### src/design/imusoli_pkg.sv
`default_nettype none

package imusoli_pkg;

  // Field widths of the sample and result words.
  localparam int IN_W    = 16;
  localparam int ACC_W   = 19;
  localparam int RATE_W  = 20;
  localparam int ANGLE_W = 24;

  // Angle accumulators carry 16 fraction bits below the 1/256 degree unit.
  localparam int ACCUM_W   = 40;
  localparam int PROD_FRAC = 16;
  localparam int PROD_HALF = 1 << (PROD_FRAC - 1);

  // Output and angle accumulator saturation limits.
  localparam int RATE_MAX = 524287;
  localparam int RATE_MIN = -524288;
  localparam int ACC_MAX  = 262143;
  localparam int ACC_MIN  = -262144;
  localparam logic signed [ACCUM_W-1:0] ACCUM_MAX = {1'b0, {(ACCUM_W - 1){1'b1}}};
  localparam logic signed [ACCUM_W-1:0] ACCUM_MIN = {1'b1, {(ACCUM_W - 1){1'b0}}};

  // Sample sequencing over the six axes.
  localparam int AXES  = 6;
  localparam int AXIS_W = 3;
  localparam logic [AXIS_W-1:0] GYRO_FIRST = 3'd3;
  localparam logic [AXIS_W-1:0] LAST_AXIS  = 3'd5;

  // Configuration register file.
  localparam int ADDR_W    = 5;
  localparam int DATA_W    = 32;
  localparam int REG_IDX_W = ADDR_W - 2;
  localparam int FS_W      = 2;
  localparam int GAIN_W    = 17;
  localparam int TICK_W    = 16;

  localparam logic [REG_IDX_W-1:0] REG_ACC_FS  = 3'd0;
  localparam logic [REG_IDX_W-1:0] REG_GYRO_FS = 3'd1;
  localparam logic [REG_IDX_W-1:0] REG_BIAS_X  = 3'd2;
  localparam logic [REG_IDX_W-1:0] REG_BIAS_Y  = 3'd3;
  localparam logic [REG_IDX_W-1:0] REG_BIAS_Z  = 3'd4;
  localparam logic [REG_IDX_W-1:0] REG_GAIN    = 3'd5;
  localparam logic [REG_IDX_W-1:0] REG_TICK    = 3'd6;

  // Gyro full-scale codes.
  localparam logic [FS_W-1:0] FS_250DPS  = 2'd0;
  localparam logic [FS_W-1:0] FS_500DPS  = 2'd1;
  localparam logic [FS_W-1:0] FS_1000DPS = 2'd2;
  localparam logic [FS_W-1:0] FS_2000DPS = 2'd3;

  localparam logic [FS_W-1:0]   ACC_FS_RESET  = 2'd0;
  localparam logic [FS_W-1:0]   GYRO_FS_RESET = FS_2000DPS;
  localparam logic [GAIN_W-1:0] GAIN_ONE      = 17'd65536;
  localparam logic [GAIN_W-1:0] GAIN_RESET    = 17'd923;
  localparam logic [TICK_W-1:0] TICK_RESET    = 16'd328;

  // Shared multiplier: the unsigned operand is consumed one digit per cycle.
  localparam int MUL_B_W     = 20;
  localparam int DIG_W       = 4;
  localparam int MUL_STEPS   = MUL_B_W / DIG_W;
  localparam int MUL_CNT_W   = $clog2(MUL_STEPS);
  localparam logic [MUL_CNT_W-1:0] MUL_LAST = MUL_CNT_W'(MUL_STEPS - 1);

  // Configuration as seen by the datapath.
  typedef struct packed {
    logic [FS_W-1:0]        acc_fs;
    logic [FS_W-1:0]        gyro_fs;
    logic [2:0][IN_W-1:0]   gyro_bias;
    logic [GAIN_W-1:0]      smoothing_gain;
    logic [TICK_W-1:0]      tick_period;
  } cfg_t;

  // Q24 reciprocal of the gyro sensitivity, giving 1/256 deg/s after a 16-bit shift.
  function automatic logic [MUL_B_W-1:0] gyro_recip(input logic [FS_W-1:0] fs);
    logic [MUL_B_W-1:0] k;
    case (fs)
      FS_250DPS:  k = 20'd128070;
      FS_500DPS:  k = 20'd256141;
      FS_1000DPS: k = 20'd511500;
      FS_2000DPS: k = 20'd1023001;
      default:    k = 20'd1023001;
    endcase
    return k;
  endfunction

endpackage

`default_nettype wire

### src/design/imu_scale_offset_lowpass_integrate_unit.sv
`default_nettype none

// Six-axis IMU sample conditioner. Each accepted word carries one raw
// accelerometer and gyro sample; the block scales the acceleration by the
// selected full scale, removes the gyro bias and scales the rates to 1/256 deg/s,
// low-pass filters all six axes and integrates the filtered rates into
// saturating roll, pitch and yaw angles, returning one result word per sample.
// The axes are worked through one after another on a single shared
// multiplier that consumes its 20-bit operand four bits per cycle, and a
// sample needs twelve products. No new sample is taken until the result
// word has been loaded, which waits until the output register is empty or
// being read out. The user must write configuration through the APB port
// only while the block is idle; the block itself does not enforce this.
module imu_scale_offset_lowpass_integrate_unit #(
  parameter int FILTER_FRAC_BITS = 16
) (
  input  wire logic                                   clk,
  input  wire logic                                   rst_n,
  // Sample input
  input  wire logic                                   in_valid,
  output logic                                        in_stall,
  input  wire logic signed [imusoli_pkg::IN_W-1:0]    in_accel_x_raw,
  input  wire logic signed [imusoli_pkg::IN_W-1:0]    in_accel_y_raw,
  input  wire logic signed [imusoli_pkg::IN_W-1:0]    in_accel_z_raw,
  input  wire logic signed [imusoli_pkg::IN_W-1:0]    in_rate_x_raw,
  input  wire logic signed [imusoli_pkg::IN_W-1:0]    in_rate_y_raw,
  input  wire logic signed [imusoli_pkg::IN_W-1:0]    in_rate_z_raw,
  // Result output
  output logic                                        out_valid,
  input  wire logic                                   out_stall,
  output logic signed [imusoli_pkg::ACC_W-1:0]        out_accel_x_smooth,
  output logic signed [imusoli_pkg::ACC_W-1:0]        out_accel_y_smooth,
  output logic signed [imusoli_pkg::ACC_W-1:0]        out_accel_z_smooth,
  output logic signed [imusoli_pkg::RATE_W-1:0]       out_rate_x_smooth,
  output logic signed [imusoli_pkg::RATE_W-1:0]       out_rate_y_smooth,
  output logic signed [imusoli_pkg::RATE_W-1:0]       out_rate_z_smooth,
  output logic signed [imusoli_pkg::ANGLE_W-1:0]      out_roll_angle,
  output logic signed [imusoli_pkg::ANGLE_W-1:0]      out_pitch_angle,
  output logic signed [imusoli_pkg::ANGLE_W-1:0]      out_yaw_angle,
  // Configuration port
  input  wire logic                                   psel,
  input  wire logic                                   penable,
  input  wire logic                                   pwrite,
  input  wire logic [imusoli_pkg::ADDR_W-1:0]         paddr,
  input  wire logic [imusoli_pkg::DATA_W-1:0]         pwdata,
  output logic      [imusoli_pkg::DATA_W-1:0]         prdata,
  output logic                                        pready
);

  // Filter state, filter difference, product and angle sum widths, and the filter half LSB.
  localparam int LP_W     = imusoli_pkg::RATE_W + FILTER_FRAC_BITS;
  localparam int MW       = LP_W + 1;
  localparam int PW       = MW + imusoli_pkg::MUL_B_W;
  localparam int HALF_LSB = 1 << (FILTER_FRAC_BITS - 1);
  localparam int SUM_W    = imusoli_pkg::ACCUM_W + 1;

  typedef enum logic [11:0] {
    ST_IDLE = 12'b000000000001,
    ST_PREP = 12'b000000000010,
    ST_GMUL = 12'b000000000100,
    ST_GRND = 12'b000000001000,
    ST_DIFF = 12'b000000010000,
    ST_FMUL = 12'b000000100000,
    ST_FRND = 12'b000001000000,
    ST_FUPD = 12'b000010000000,
    ST_RATE = 12'b000100000000,
    ST_IMUL = 12'b001000000000,
    ST_IACC = 12'b010000000000,
    ST_DONE = 12'b100000000000
  } state_t;

  imusoli_pkg::cfg_t cfg;

  state_t                                   state_r;
  state_t                                   state_nxt;
  logic [imusoli_pkg::AXIS_W-1:0]           axis_r;
  logic [imusoli_pkg::AXIS_W-1:0]           axis_nxt;
  logic [1:0]                               gidx;
  logic signed [imusoli_pkg::IN_W-1:0]      raw_r [imusoli_pkg::AXES];
  logic signed [imusoli_pkg::IN_W-1:0]      raw_sel;
  logic signed [imusoli_pkg::RATE_W-1:0]    x_r;
  logic signed [imusoli_pkg::RATE_W-1:0]    x_nxt;
  logic signed [MW-1:0]                     t_r;
  logic signed [MW-1:0]                     t_nxt;
  logic signed [LP_W-1:0]                   lp_r [imusoli_pkg::AXES];
  logic signed [LP_W-1:0]                   lp_sel;
  logic signed [LP_W-1:0]                   lp_nxt;
  logic signed [MW-1:0]                     lp_sum;
  logic                                     lp_wr;
  logic signed [imusoli_pkg::ACCUM_W-1:0]   acc_r [3];
  logic signed [imusoli_pkg::ACCUM_W-1:0]   acc_sel;
  logic signed [imusoli_pkg::ACCUM_W-1:0]   acc_nxt;
  logic signed [SUM_W-1:0]                  acc_sum;
  logic                                     acc_wr;
  logic                                     in_accept;

  logic signed [imusoli_pkg::RATE_W-1:0]    acc_shift;
  logic signed [imusoli_pkg::IN_W:0]        gyro_d;
  logic signed [PW-1:0]                     prod_rnd;
  logic signed [imusoli_pkg::RATE_W-1:0]    gyro_rate;
  logic signed [MW-1:0]                     fdiff;
  logic signed [imusoli_pkg::RATE_W-1:0]    ry;

  logic                                     mul_start;
  logic signed [MW-1:0]                     mul_a;
  logic [imusoli_pkg::MUL_B_W-1:0]          mul_b;
  logic                                     mul_done;
  logic signed [PW-1:0]                     mul_prod;

  logic                                     out_load;
  logic                                     out_valid_r;
  logic                                     out_valid_nxt;
  logic signed [imusoli_pkg::ACC_W-1:0]     out_acc_r [3];
  logic signed [imusoli_pkg::RATE_W-1:0]    out_rate_r [3];
  logic signed [imusoli_pkg::ANGLE_W-1:0]   out_angle_r [3];

  // Filter output: round half up to whole units, then saturate.
  function automatic logic signed [imusoli_pkg::RATE_W-1:0] smooth_out(
    input logic signed [LP_W-1:0] y,
    input logic                   is_acc
  );
    logic signed [LP_W:0] q;
    logic signed [LP_W:0] hi_lim;
    logic signed [LP_W:0] lo_lim;
    q = ((LP_W + 1)'(y) + (LP_W + 1)'(HALF_LSB)) >>> FILTER_FRAC_BITS;
    if (is_acc) begin
      hi_lim = (LP_W + 1)'(imusoli_pkg::ACC_MAX);
      lo_lim = (LP_W + 1)'(imusoli_pkg::ACC_MIN);
    end else begin
      hi_lim = (LP_W + 1)'(imusoli_pkg::RATE_MAX);
      lo_lim = (LP_W + 1)'(imusoli_pkg::RATE_MIN);
    end
    if (q > hi_lim) begin
      q = hi_lim;
    end else if (q < lo_lim) begin
      q = lo_lim;
    end
    return imusoli_pkg::RATE_W'(q);
  endfunction

  imusoli_regs u_regs (
    .clk     (clk),
    .rst_n   (rst_n),
    .psel    (psel),
    .penable (penable),
    .pwrite  (pwrite),
    .paddr   (paddr),
    .pwdata  (pwdata),
    .prdata  (prdata),
    .pready  (pready),
    .cfg     (cfg)
  );

  imusoli_mul #(
    .A_W (MW)
  ) u_mul (
    .clk   (clk),
    .rst_n (rst_n),
    .start (mul_start),
    .a     (mul_a),
    .b     (mul_b),
    .done  (mul_done),
    .prod  (mul_prod)
  );

  assign in_stall  = (state_r != ST_IDLE);
  assign in_accept = in_valid & ~in_stall;

  // Operand selection for the axis in hand.
  always_comb begin
    gidx      = 2'(axis_r - imusoli_pkg::GYRO_FIRST);
    raw_sel   = raw_r[axis_r];
    lp_sel    = lp_r[axis_r];
    acc_sel   = acc_r[gidx];
    acc_shift = imusoli_pkg::RATE_W'(raw_sel) <<< cfg.acc_fs;
    gyro_d    = (imusoli_pkg::IN_W + 1)'(raw_sel)
              - (imusoli_pkg::IN_W + 1)'($signed(cfg.gyro_bias[gidx]));
    fdiff     = (MW'(x_r) <<< FILTER_FRAC_BITS) - MW'(lp_sel);
    ry        = smooth_out(lp_sel, 1'b0);
  end

  // Product rounding, filter update and saturating integration.
  always_comb begin
    prod_rnd = (mul_prod + PW'(imusoli_pkg::PROD_HALF)) >>> imusoli_pkg::PROD_FRAC;
    if (prod_rnd > PW'(imusoli_pkg::RATE_MAX)) begin
      gyro_rate = imusoli_pkg::RATE_W'(imusoli_pkg::RATE_MAX);
    end else if (prod_rnd < PW'(imusoli_pkg::RATE_MIN)) begin
      gyro_rate = imusoli_pkg::RATE_W'(imusoli_pkg::RATE_MIN);
    end else begin
      gyro_rate = imusoli_pkg::RATE_W'(prod_rnd);
    end
    lp_sum  = MW'(lp_sel) + t_r;
    lp_nxt  = LP_W'(lp_sum);
    acc_sum = SUM_W'(acc_sel) + SUM_W'(mul_prod);
    if (acc_sum > SUM_W'(imusoli_pkg::ACCUM_MAX)) begin
      acc_nxt = imusoli_pkg::ACCUM_MAX;
    end else if (acc_sum < SUM_W'(imusoli_pkg::ACCUM_MIN)) begin
      acc_nxt = imusoli_pkg::ACCUM_MIN;
    end else begin
      acc_nxt = imusoli_pkg::ACCUM_W'(acc_sum);
    end
  end

  // Sequencer: per axis, scale (shift for accelerometer, multiply for gyro), filter, integrate (gyro only).
  always_comb begin
    state_nxt = state_r;
    axis_nxt  = axis_r;
    x_nxt     = x_r;
    t_nxt     = t_r;
    lp_wr     = 1'b0;
    acc_wr    = 1'b0;
    mul_start = 1'b0;
    mul_a     = '0;
    mul_b     = '0;
    out_load  = 1'b0;
    case (state_r)
      ST_IDLE: begin
        if (in_valid) begin
          axis_nxt  = '0;
          state_nxt = ST_PREP;
        end
      end
      ST_PREP: begin
        if (axis_r < imusoli_pkg::GYRO_FIRST) begin
          x_nxt     = acc_shift;
          state_nxt = ST_DIFF;
        end else begin
          mul_start = 1'b1;
          mul_a     = MW'(gyro_d);
          mul_b     = imusoli_pkg::gyro_recip(cfg.gyro_fs);
          state_nxt = ST_GMUL;
        end
      end
      ST_GMUL: begin
        if (mul_done) begin
          state_nxt = ST_GRND;
        end
      end
      ST_GRND: begin
        x_nxt     = gyro_rate;
        state_nxt = ST_DIFF;
      end
      ST_DIFF: begin
        mul_start = 1'b1;
        mul_a     = fdiff;
        mul_b     = imusoli_pkg::MUL_B_W'(cfg.smoothing_gain);
        state_nxt = ST_FMUL;
      end
      ST_FMUL: begin
        if (mul_done) begin
          state_nxt = ST_FRND;
        end
      end
      ST_FRND: begin
        t_nxt     = MW'(prod_rnd);
        state_nxt = ST_FUPD;
      end
      ST_FUPD: begin
        lp_wr = 1'b1;
        if (axis_r < imusoli_pkg::GYRO_FIRST) begin
          axis_nxt  = axis_r + 1'b1;
          state_nxt = ST_PREP;
        end else begin
          state_nxt = ST_RATE;
        end
      end
      ST_RATE: begin
        mul_start = 1'b1;
        mul_a     = MW'(ry);
        mul_b     = imusoli_pkg::MUL_B_W'(cfg.tick_period);
        state_nxt = ST_IMUL;
      end
      ST_IMUL: begin
        if (mul_done) begin
          state_nxt = ST_IACC;
        end
      end
      ST_IACC: begin
        acc_wr = 1'b1;
        if (axis_r == imusoli_pkg::LAST_AXIS) begin
          state_nxt = ST_DONE;
        end else begin
          axis_nxt  = axis_r + 1'b1;
          state_nxt = ST_PREP;
        end
      end
      ST_DONE: begin
        if (!out_valid_r || !out_stall) begin
          out_load  = 1'b1;
          state_nxt = ST_IDLE;
        end
      end
      default: begin
        state_nxt = ST_IDLE;
      end
    endcase
  end

  assign out_valid_nxt = out_load | (out_valid_r & out_stall);

  // Control registers.
  always_ff @(posedge clk) begin
    if (!rst_n) begin
      state_r     <= ST_IDLE;
      axis_r      <= '0;
      out_valid_r <= 1'b0;
    end else begin
      state_r     <= state_nxt;
      axis_r      <= axis_nxt;
      out_valid_r <= out_valid_nxt;
    end
  end

  // Filter and angle state, cleared by reset.
  always_ff @(posedge clk) begin
    if (!rst_n) begin
      for (int i = 0; i < imusoli_pkg::AXES; i++) begin
        lp_r[i] <= '0;
      end
      for (int i = 0; i < 3; i++) begin
        acc_r[i] <= '0;
      end
    end else begin
      if (lp_wr) begin
        lp_r[axis_r] <= lp_nxt;
      end
      if (acc_wr) begin
        acc_r[gidx] <= acc_nxt;
      end
    end
  end

  // Sample capture and working values.
  always_ff @(posedge clk) begin
    x_r <= x_nxt;
    t_r <= t_nxt;
    if (in_accept) begin
      raw_r[0] <= in_accel_x_raw;
      raw_r[1] <= in_accel_y_raw;
      raw_r[2] <= in_accel_z_raw;
      raw_r[3] <= in_rate_x_raw;
      raw_r[4] <= in_rate_y_raw;
      raw_r[5] <= in_rate_z_raw;
    end
  end

  // Output register: filter lanes are rounded and saturated; angles take the accumulator's upper bits.
  always_ff @(posedge clk) begin
    if (out_load) begin
      for (int i = 0; i < 3; i++) begin
        out_acc_r[i]   <= imusoli_pkg::ACC_W'(smooth_out(lp_r[i], 1'b1));
        out_rate_r[i]  <= smooth_out(lp_r[i + 3], 1'b0);
        out_angle_r[i] <= acc_r[i][imusoli_pkg::ACCUM_W-1:imusoli_pkg::PROD_FRAC];
      end
    end
  end

  assign out_valid          = out_valid_r;
  assign out_accel_x_smooth = out_acc_r[0];
  assign out_accel_y_smooth = out_acc_r[1];
  assign out_accel_z_smooth = out_acc_r[2];
  assign out_rate_x_smooth  = out_rate_r[0];
  assign out_rate_y_smooth  = out_rate_r[1];
  assign out_rate_z_smooth  = out_rate_r[2];
  assign out_roll_angle     = out_angle_r[0];
  assign out_pitch_angle    = out_angle_r[1];
  assign out_yaw_angle      = out_angle_r[2];

  // A result word is raised only on leaving the final state of a sample.
  a_out_from_done: assert property (@(posedge clk) disable iff (!rst_n)
    $rose(out_valid_r) |-> $past(state_r == ST_DONE))
    else $error("result word raised outside the completion state");

  // Rate scaling and integration are only ever run for gyro axes.
  a_gyro_only: assert property (@(posedge clk) disable iff (!rst_n)
    (state_r == ST_GMUL || state_r == ST_RATE || state_r == ST_IACC)
      |-> (axis_r >= imusoli_pkg::GYRO_FIRST))
    else $error("gyro step taken on an accelerometer axis");

  // Multiplier completions only arrive while the sequencer waits for one.
  a_done_expected: assert property (@(posedge clk) disable iff (!rst_n)
    mul_done |-> (state_r == ST_GMUL || state_r == ST_FMUL || state_r == ST_IMUL))
    else $error("multiplier completion not awaited");

endmodule

`default_nettype wire

### src/design/imusoli_regs.sv
`default_nettype none

module imusoli_regs (
  input  wire logic                              clk,
  input  wire logic                              rst_n,
  input  wire logic                              psel,
  input  wire logic                              penable,
  input  wire logic                              pwrite,
  input  wire logic [imusoli_pkg::ADDR_W-1:0]    paddr,
  input  wire logic [imusoli_pkg::DATA_W-1:0]    pwdata,
  output logic      [imusoli_pkg::DATA_W-1:0]    prdata,
  output logic                                   pready,
  output imusoli_pkg::cfg_t                      cfg
);

  logic [imusoli_pkg::REG_IDX_W-1:0] idx;
  logic                              wr_en;
  logic [imusoli_pkg::FS_W-1:0]      acc_fs_r;
  logic [imusoli_pkg::FS_W-1:0]      gyro_fs_r;
  logic [imusoli_pkg::IN_W-1:0]      bias_r [3];
  logic [imusoli_pkg::GAIN_W-1:0]    gain_r;
  logic [imusoli_pkg::GAIN_W-1:0]    gain_nxt;
  logic [imusoli_pkg::TICK_W-1:0]    tick_r;

  assign idx    = paddr[imusoli_pkg::ADDR_W-1:2];
  assign wr_en  = psel & penable & pwrite;
  assign pready = 1'b1;

  // Gains above unity are held at unity.
  always_comb begin
    if (pwdata[imusoli_pkg::GAIN_W-1:0] > imusoli_pkg::GAIN_ONE) begin
      gain_nxt = imusoli_pkg::GAIN_ONE;
    end else begin
      gain_nxt = pwdata[imusoli_pkg::GAIN_W-1:0];
    end
  end

  // Register writes; unknown addresses are ignored.
  always_ff @(posedge clk) begin
    if (!rst_n) begin
      acc_fs_r  <= imusoli_pkg::ACC_FS_RESET;
      gyro_fs_r <= imusoli_pkg::GYRO_FS_RESET;
      bias_r[0] <= '0;
      bias_r[1] <= '0;
      bias_r[2] <= '0;
      gain_r    <= imusoli_pkg::GAIN_RESET;
      tick_r    <= imusoli_pkg::TICK_RESET;
    end else if (wr_en) begin
      case (idx)
        imusoli_pkg::REG_ACC_FS:  acc_fs_r  <= pwdata[imusoli_pkg::FS_W-1:0];
        imusoli_pkg::REG_GYRO_FS: gyro_fs_r <= pwdata[imusoli_pkg::FS_W-1:0];
        imusoli_pkg::REG_BIAS_X:  bias_r[0] <= pwdata[imusoli_pkg::IN_W-1:0];
        imusoli_pkg::REG_BIAS_Y:  bias_r[1] <= pwdata[imusoli_pkg::IN_W-1:0];
        imusoli_pkg::REG_BIAS_Z:  bias_r[2] <= pwdata[imusoli_pkg::IN_W-1:0];
        imusoli_pkg::REG_GAIN:    gain_r    <= gain_nxt;
        imusoli_pkg::REG_TICK:    tick_r    <= pwdata[imusoli_pkg::TICK_W-1:0];
        default: ;
      endcase
    end
  end

  // Read-back of the stored values.
  always_comb begin
    case (idx)
      imusoli_pkg::REG_ACC_FS:  prdata = imusoli_pkg::DATA_W'(acc_fs_r);
      imusoli_pkg::REG_GYRO_FS: prdata = imusoli_pkg::DATA_W'(gyro_fs_r);
      imusoli_pkg::REG_BIAS_X:  prdata = imusoli_pkg::DATA_W'(bias_r[0]);
      imusoli_pkg::REG_BIAS_Y:  prdata = imusoli_pkg::DATA_W'(bias_r[1]);
      imusoli_pkg::REG_BIAS_Z:  prdata = imusoli_pkg::DATA_W'(bias_r[2]);
      imusoli_pkg::REG_GAIN:    prdata = imusoli_pkg::DATA_W'(gain_r);
      imusoli_pkg::REG_TICK:    prdata = imusoli_pkg::DATA_W'(tick_r);
      default:                  prdata = '0;
    endcase
  end

  assign cfg.acc_fs         = acc_fs_r;
  assign cfg.gyro_fs        = gyro_fs_r;
  assign cfg.gyro_bias[0]   = bias_r[0];
  assign cfg.gyro_bias[1]   = bias_r[1];
  assign cfg.gyro_bias[2]   = bias_r[2];
  assign cfg.smoothing_gain = gain_r;
  assign cfg.tick_period    = tick_r;

endmodule

`default_nettype wire

### src/design/imusoli_mul.sv
`default_nettype none

module imusoli_mul #(
  parameter int A_W = 37
) (
  input  wire logic                                        clk,
  input  wire logic                                        rst_n,
  input  wire logic                                        start,
  input  wire logic signed [A_W-1:0]                       a,
  input  wire logic        [imusoli_pkg::MUL_B_W-1:0]      b,
  output logic                                             done,
  output logic signed [A_W+imusoli_pkg::MUL_B_W-1:0]       prod
);

  localparam int B_W  = imusoli_pkg::MUL_B_W;
  localparam int D_W  = imusoli_pkg::DIG_W;
  localparam int HI_W = A_W + D_W + 1;

  logic signed [A_W-1:0]               a_r;
  logic [B_W-1:0]                      b_r;
  logic [B_W-1:0]                      b_nxt;
  logic signed [HI_W-1:0]              hi_r;
  logic signed [HI_W-1:0]              hi_nxt;
  logic signed [HI_W-1:0]              pp;
  logic signed [HI_W-1:0]              sum;
  logic [B_W-1:0]                      lo_r;
  logic [B_W-1:0]                      lo_nxt;
  logic [imusoli_pkg::MUL_CNT_W-1:0]   cnt_r;
  logic [imusoli_pkg::MUL_CNT_W-1:0]   cnt_nxt;
  logic                                busy_r;
  logic                                busy_nxt;
  logic                                done_r;
  logic                                done_nxt;

  // One digit of b per cycle while busy: add a times the digit, then shift the
  // partial product right by a digit into the low shift register.
  always_comb begin
    pp     = HI_W'(a_r) * HI_W'($signed({1'b0, b_r[D_W-1:0]}));
    sum    = hi_r + pp;
    hi_nxt = sum >>> D_W;
    lo_nxt = {sum[D_W-1:0], lo_r[B_W-1:D_W]};
    b_nxt  = b_r >> D_W;
  end

  // Step counter and handshake to the sequencer.
  always_comb begin
    cnt_nxt  = cnt_r;
    busy_nxt = busy_r;
    done_nxt = 1'b0;
    if (start) begin
      cnt_nxt  = '0;
      busy_nxt = 1'b1;
    end else if (busy_r) begin
      cnt_nxt = cnt_r + 1'b1;
      if (cnt_r == imusoli_pkg::MUL_LAST) begin
        busy_nxt = 1'b0;
        done_nxt = 1'b1;
      end
    end
  end

  always_ff @(posedge clk) begin
    if (!rst_n) begin
      cnt_r  <= '0;
      busy_r <= 1'b0;
      done_r <= 1'b0;
    end else begin
      cnt_r  <= cnt_nxt;
      busy_r <= busy_nxt;
      done_r <= done_nxt;
    end
  end

  // Operand and partial product shift registers.
  always_ff @(posedge clk) begin
    if (start) begin
      a_r  <= a;
      b_r  <= b;
      hi_r <= '0;
      lo_r <= '0;
    end else if (busy_r) begin
      b_r  <= b_nxt;
      hi_r <= hi_nxt;
      lo_r <= lo_nxt;
    end
  end

  assign done = done_r;
  assign prod = $signed({hi_r[A_W-1:0], lo_r});

  // A new product must not be started over one in progress.
  a_start_idle: assert property (@(posedge clk) disable iff (!rst_n)
    start |-> !busy_r)
    else $error("multiplier started while busy");

  // Completion follows the last step and releases the unit.
  a_done_after_busy: assert property (@(posedge clk) disable iff (!rst_n)
    done_r |-> (!busy_r && $past(busy_r)))
    else $error("multiplier done without a preceding run");

endmodule

`default_nettype wire
### config.mk
export PLATFORM = sky130hd
export DESIGN_NAME = imu_scale_offset_lowpass_integrate_unit
export DESIGN_NICKNAME = d
export VERILOG_FILES = /design/src/design/imusoli_pkg.sv /design/src/design/imu_scale_offset_lowpass_integrate_unit.sv /design/src/design/imusoli_regs.sv /design/src/design/imusoli_mul.sv
export SDC_FILE = /design/constraint.sdc
export NUM_CORES = 2
export LEC_CHECK = 0
export CORE_MARGIN = 1
export CORE_UTILIZATION = 30
export CTS_CLUSTER_DIAMETER = 60
export DETAILED_ROUTE_END_ITERATION = 8
export DONT_BUFFER_PORTS = 1
export PLACE_DENSITY = 0.52
export REMOVE_ABC_BUFFERS = 1
export SLEW_MARGIN = 0
export SYNTH_ARGS = -nofsm -noshare
export SYNTH_HDL_FRONTEND = slang
export SYNTH_SLANG_ARGS = --single-unit
### constraint.sdc
create_clock -name clk -period 14.9 [get_ports clk]
set_input_delay 2.235 -clock clk [delete_from_list [all_inputs] [get_ports clk]]
set_output_delay 2.235 -clock clk [all_outputs]
set_load 0.01 [all_outputs]
=== After elaboration in Yosys (flattened, before gate mapping) ===
Memory sizes are Yosys's and may differ from the RTL's. A register that Yosys moved wholly into a read port is not among the register bits.
Index checks and enable logic that the tools add are counted.

* Output and inout bits: 224
* Register bits after elaboration: 229
* Input port bits: 140
* Memories kept: 7
* Word-level logic and storage cells: 225
* Memory bits (writable): 669

{| class="wikitable"
|+ Memories
! name !! words !! bits a word !! rd ports !! clocked after memory_dff !! write ports !! line !! RTL
|-
| lp_r || 6 || 36 || 7 || 1 || 6 || imu_scale_offset_lowpass_integrate_unit.sv:85 || <nowiki>logic signed [LP_W-1:0] lp_r [imusoli_pkg::AXES];</nowiki>
|-
| acc_r || 3 || 40 || 4 || 0 || 3 || imu_scale_offset_lowpass_integrate_unit.sv:90 || <nowiki>logic signed [imusoli_pkg::ACCUM_W-1:0] acc_r [3];</nowiki>
|-
| raw_r || 6 || 16 || 1 || 1 || 6 || imu_scale_offset_lowpass_integrate_unit.sv:79 || <nowiki>logic signed [imusoli_pkg::IN_W-1:0] raw_r [imusoli_pkg::AXES];</nowiki>
|-
| out_angle_r || 3 || 24 || 3 || 0 || 3 || imu_scale_offset_lowpass_integrate_unit.sv:115 || <nowiki>logic signed [imusoli_pkg::ANGLE_W-1:0] out_angle_r [3];</nowiki>
|-
| out_rate_r || 3 || 20 || 3 || 0 || 3 || imu_scale_offset_lowpass_integrate_unit.sv:114 || <nowiki>logic signed [imusoli_pkg::RATE_W-1:0] out_rate_r [3];</nowiki>
|-
| out_acc_r || 3 || 19 || 3 || 0 || 3 || imu_scale_offset_lowpass_integrate_unit.sv:113 || <nowiki>logic signed [imusoli_pkg::ACC_W-1:0] out_acc_r [3];</nowiki>
|-
| +1 memories || -- || -- || -- || -- || -- || -- ||
|}

* Bitwise logic cells: 11
* Equality and inequality tests: 32
* Shift operators: 1
* Mux-type cells: 100
* Multiply operators: 1
* Order comparisons: 21
* Reductions and logical operators: 20
* $add $sub $neg: 16

{| class="wikitable"
|+ Operator list
! operator !! number
|-
| two-way mux 20 bit || 17
|-
| adder 36 x 17 -> 37 bit (second input constant) || 7
|-
| greater-than comparator 21 x 37 -> 1 bit || 6
|-
| less-than comparator 21 x 37 -> 1 bit || 6
|-
| two-way mux 37 bit || 5
|-
| two-way mux 19 bit || 9
|-
| case mux 12 bit (12 select lines) || 1
|-
| two-way mux 40 bit || 3
|-
| case mux 17 bit (7 select lines) || 1
|-
| case mux 37 bit (3 select lines) || 1
|-
| case mux 20 bit (4 select lines) || 1
|-
| two-way mux 12 bit || 6
|-
| two-way mux 16 bit || 4
|-
| case mux 20 bit (3 select lines) || 1
|-
| adder 57 x 17 -> 57 bit (second input constant) || 1
|-
| adder 38 x 42 -> 42 bit || 1
|-
| multiplier 37 x 5 -> 42 bit || 1
|-
| adder 40 x 41 -> 41 bit || 1
|-
| greater-than comparator 41 x 20 -> 1 bit (second input constant) || 1
|-
| greater-than comparator 41 x 40 -> 1 bit (second input constant) || 1
|-
| less-than comparator 41 x 20 -> 1 bit (second input constant) || 1
|-
| less-than comparator 41 x 40 -> 1 bit (second input constant) || 1
|-
| case mux 20 bit (2 select lines) || 1
|-
| OR reduction 40 bit || 1
|-
| 56 further kinds || 124
|}

=== Depth between registers and ports, before layout ===
* Depth in word-level cells: 9
* Gate-level depth with buffers: 27
* Gate-level depth less buffers: 19

=== Cells and area by module ===
From an unflattened synthesis, not the netlist that was laid out.

* Cell total of the unflattened synthesis: 5116
* Area total of the unflattened synthesis: 58133.3 µm²

{| class="wikitable"
|+ Modules (own cells, without submodules)
! module !! cells each !! area an instance (µm²) !! instances
|-
| imu_scale_offset_lowpass_integrate_unit || 3578 || 43107.6 || 1
|-
| imusoli_mul || 1180 || 11038.1 || 1
|-
| imusoli_regs || 358 || 3987.6 || 1
|}

=== Least setup slack after synthesis ===
OpenSTA, ideal clock, no wires.

* Kind: input -> register
* Start point: input port out_stall
* End point: memory out_acc_r[0][0] in the netlist's numbering, enable pin
* Stages on the path: 1
* Data required time: 14.100 ns
* Arrival time: 11.102 ns
* Slack: 2.998 ns
* Cell sequence: a21oi_1

{| class="wikitable"
|+ RTL lines
! element !! line !! RTL
|-
| start: declaration || imu_scale_offset_lowpass_integrate_unit.sv:30 || <nowiki>input wire logic out_stall,</nowiki>
|-
| end: declaration || imu_scale_offset_lowpass_integrate_unit.sv:113 ||
|}

=== Final worst setup path ===
* Start point: register axis_r[1] in the netlist's numbering
* End point: register u_mul.a_r[36] (data pin)

* Cells in the longest elaborated chain, start to end: 6
* Elaborated cells between the ends (all ways): 7

{| class="wikitable"
|+ Ends and longest elaborated chain
! element !! line !! RTL
|-
| start: declaration || imu_scale_offset_lowpass_integrate_unit.sv:76 || <nowiki>logic [imusoli_pkg::AXIS_W-1:0] axis_r;</nowiki>
|-
| start signal: assignment || imu_scale_offset_lowpass_integrate_unit.sv:309 || <nowiki>axis_r <= axis_nxt;</nowiki>
|-
| subtractor 2 bit || imu_scale_offset_lowpass_integrate_unit.sv:171 || <nowiki>gidx = 2'(axis_r - imusoli_pkg::GYRO_FIRST);</nowiki>
|-
| binary-select mux 16 bit (select 2 bit) || imu_scale_offset_lowpass_integrate_unit.sv:177 || <nowiki>- (imusoli_pkg::IN_W + 1)'($signed(cfg.gyro_bias[gidx]));</nowiki>
|-
| two-way mux 16 bit (implied by the code) || imu_scale_offset_lowpass_integrate_unit.sv:177 ||
|-
| subtractor 16 x 16 -> 17 bit || imu_scale_offset_lowpass_integrate_unit.sv:177 ||
|-
| two-way mux 37 bit (*) || imu_scale_offset_lowpass_integrate_unit.sv:224 || <nowiki>if (axis_r < imusoli_pkg::GYRO_FIRST) begin</nowiki>
|-
| case mux 37 bit (3 select lines) (*) || imu_scale_offset_lowpass_integrate_unit.sv:216 || <nowiki>case (state_r)</nowiki>
|-
| named net mul_a[36] || imu_scale_offset_lowpass_integrate_unit.sv:105 || <nowiki>logic signed [MW-1:0] mul_a;</nowiki>
|-
| end signal: assignment || imusoli_mul.sv:77 || <nowiki>a_r <= a;</nowiki>
|-
| end: declaration || imusoli_mul.sv:19 || <nowiki>logic signed [A_W-1:0] a_r;</nowiki>
|}

Mark *: on every way through the listed nets, which the timed path passes. The rest lies on a longest branch. The select of a mux whose other input is x is not followed.
A chain may end at the register's enable or synchronous reset.

==> impl_metrics.csv <==
group,metric,value,unit
run_status,status,"finished clean",
detailed_routing,drc,0,
sta,finalWorstSetupSlack,7.86,ns
critical_path,worstPathMaxFanout,39,
critical_path,critPathKind,"flop to flop",
pwr,power.density,145,mW/mm^2
sta,slew_viol_final,0,
critical_path,ff2ff_path_depth,20,
logic_synthesis,syn_inst,4756,
global_routing,track_usage,17.8,%
critical_path,crit_start,"axis_r[1]",
detailed_routing,via_per_inst,5.12,
clock_network,clock_latency,0.79,ns
sta,worst_slew_pin_slew,1.25,ns
final_layout,nets,5228,
sta,whs,0.442,ns
min_path,min-delay-start,"acc_r[1][32]",
clock_network,cts_buffers,131,
logic_synthesis,synth.area.top_cells,"edfxtp_1, mux4_2, ha_1",
critical_path,crit_path_end,"u_mul.a_r[36]",
pwr,vdd_drop_max,0.000104,V
clock_network,cts.sink_count,1013,
critical_path,worstSetupEndpointType,"flop",
floorplanning,initial_core_util,30.2,%
final_layout,drive_gt1_share,10.5,%
global_routing,antenna_found_initial,3,
logic_synthesis,syn_area,0.0560,sq mm
floorplanning,num_rows,158,
final_layout,area_growth,13.0,%
floorplanning,die_w,434,um
placement,dp_hpwl,124000,um
global_routing,grt_max_degree,84,
logic_synthesis,yosysUniqueCellTypes,101,
floorplanning,fp.dieArea,0.188,sq mm
logic_synthesis,synth_enable_flop_cells,894,
global_routing,first_global_vias,37400,
min_path,worstHoldPathType,"flop to flop",
critical_path,worstPathArrival,7.51,ns
final_layout,diodes,0,
critical_path,reg2reg_slack,7.86,ns
sta,rsz0062_at_grt,"no",
critical_path,reg2reg_to,"u_mul.a_r[36]",
detailed_routing,routed_wl,170000,um
logic_synthesis,avgSynthCellArea,11.8,sq um
detailed_routing,dr.pass1.iters,9,
placement,port_buffers,0,
sta,min_period,7.04,ns
logic_synthesis,ys_async_sr_fraction,0,%
clock_network,cts_tree,"yes",
sta,fmaxAchievable,142,MHz
logic_synthesis,synth_flop_cell,"edfxtp_1",
final_layout,nFillCells,18500,
detailed_routing,vias,37600,
clock_network,h-tree-depth,4,
sta,fin_setup_tns,0,ns
logic_synthesis,yosys_warnings,0,
logic_synthesis,ys_seq_area_share,52.2,%
clock_network,clock-root-buffer,"clkbuf_16",
critical_path,r2r-start,"axis_r[1]",
pwr,p_leak,23.4,nW
clock_network,postCtsSetupRepairBufs,0,
detailed_routing,wl_per_cell,23.1,um
logic_synthesis,ys_ff_latch,1013,
sta,slew-limit-headroom,17.0,%
placement,pre_cts_ws,7.90,ns
job,cap_violations,0,
logic_synthesis,synth_most_common_cell,"edfxtp_1",
clock_network,cts_resized,0,
logic_synthesis,synthTopCellsByCount,"edfxtp_1, nor2_1, nand2_1",
sta,timing.final.crit_share,47.2,%
clock_network,postCtsHoldBufs,0,
floorplanning,pin_count,364,
clock_network,clk_pin_slew_worst_paths,0.06,ns
sta,skew,0.0464,ns
final_layout,final_core_util,34.1,%
placement,gp_congestion,0.933,
global_routing,grt_pass1_wl,249000,um
logic_synthesis,synth.largest_area_cell,"edfxtp_1",
critical_path,cp.required,15.37,ns
floorplanning,die_h,434,um
global_routing,gr-total-overflow,0,
detailed_routing,initialDrtViolationCount,3278,
clock_network,cts_buffer_depth,3,
sta,finalSetupViolations,0,
critical_path,crit_path_start_kind,"flop",
logic_synthesis,netlist.area_leader.share,47.9,%
detailed_routing,postRouteAntennaNets,0,
floorplanning,core_area,0.185,sq mm
sta,hold_viol_final,0,
[registers in the layout, indices dropped and copies added, names as in the netlist, 3 cells and up, named ones only]
register       flops
raw_r             96
t_r               36
u_mul.cnt_r        3
out_rate_r        60
state_r           12
u_mul.lo_r        20
axis_r             3
u_regs.bias_r     48
u_mul.hi_r        38
lp_r             288
u_regs.gain_r     17
x_r               20
acc_r            160
out_angle_r       72
u_mul.b_r         20
u_mul.a_r         37
u_regs.tick_r     16
out_acc_r         57
[routing by layer]
metal  GRT usage, %  share of wire, %  vias up
met5              0             0.016        -
met4           5.61               3.1        4
met3           3.95               6.7      263
met2           29.0                47     1196
met1           23.5                43    18700
li1               -                 -    17400
[area by class of cell]
class | instances | area [sq um] | share of cell area, %
clock buffer | 162 | 3510 | 5.54
clock inverter | 78 | 893 | 1.41
inverter | 169 | 634 | 1.00
multi-input combinational | 3371 | 25400 | 40.1
sequential | 1013 | 29200 | 46.2
tap | 2480 | 3100 | 4.90
timing repair buffer | 70 | 538 | 0.850
[logic make-up after synthesis]
group,Yosys count,share of synthesized area (%)
AOI/OAI and AO/OA,819,9.29
xor gates and xnor gates,313,4.89
adders and majority gates,336,9.03
buffers and inverters,386,2.85
DFF,1013,52.2
muxes,306,8.47
other,2,0.0134
and+or+nand+nor,1581,13.3
[worst max-delay path: stages (launching register included)]
cell	delay [ns]
dfxtp_1	0.69
inv_1	0.33
ha_4	0.76
buf_4	0.50
mux2i_1	0.13
o21ai_0	0.65
ha_1	0.31
inv_1	0.06
fa_1	0.39
a21o_1	0.17
a21o_1	0.19
a21oi_1	0.14
o21ai_0	0.14
a21oi_1	0.29
o21ai_0	0.20
o41ai_1	0.54
o211ai_1	0.18
a21oi_1	0.52
a31oi_1	0.08
buf_4	0.23
o31ai_1	0.16
[report_power, final]
group / total, W / internal [W] / switching, W
combinational: 0.00250 / 0.000906 / 0.00160
sequential: 0.00350 / 0.00329 / 0.000213
clock: 0.00321 / 0.00189 / 0.00131
total: 0.00921 / 0.00609 / 0.00312
[worst min-delay path by stage]
stage                              end  depth (start not counted)
finish              out_angle_r[0][40]                          0
global placement    out_angle_r[0][33]                          0
detailed placement   out_angle_r[0][9]                          0
floorplan           out_angle_r[0][48]                          0
CTS                  out_angle_r[0][9]                          0
global route        out_angle_r[0][13]                          0
[placed cells by master (no fill, tap or decap), drive strengths merged, types with 16 or more instances in the layout]
cell | netlist | final
nand2b | 30 | 30
a21o | 72 | 72
mux2i | 154 | 154
o21bai | 17 | 17
nor4 | 18 | 18
clkinv | 2 | 45
a22oi | 33 | 33
xnor2 | 176 | 176
a211oi | 27 | 27
or2 | 29 | 29
nand2 | 311 | 311
edfxtp | 894 | 894
mux2 | 22 | 22
ha | 217 | 217
nor3 | 72 | 72
inv | 167 | 183
nand3 | 112 | 112
o21a | 27 | 27
nor2b | 24 | 24
and3 | 49 | 49
dfxtp | 119 | 119
fa | 115 | 115
o211ai | 21 | 21
o221ai | 16 | 16
xor2 | 137 | 137
buf | 70 | 70
mux4 | 130 | 130
and2 | 194 | 194
a31oi | 19 | 19
clkbuf | 147 | 162
nor2 | 631 | 631
o21ai | 215 | 215
a21oi | 241 | 241
conb | 2 | 16
nand4 | 47 | 47
[through the flow]
step | total power, W | instance area, sq um | std cells
2_1_floorplan | 0.00521 | 55100 | 4553
3_3_place_gp | 0.00604 | 58900 | 7103
3_5_place_dp | 0.00605 | 58900 | 7103
4_1_cts | 0.00929 | 63300 | 7343
5_1_grt | 0.00964 | 63300 | 7343
6_report | 0.00921 | 63300 | 7343
Power figures use the tool's default switching activity.
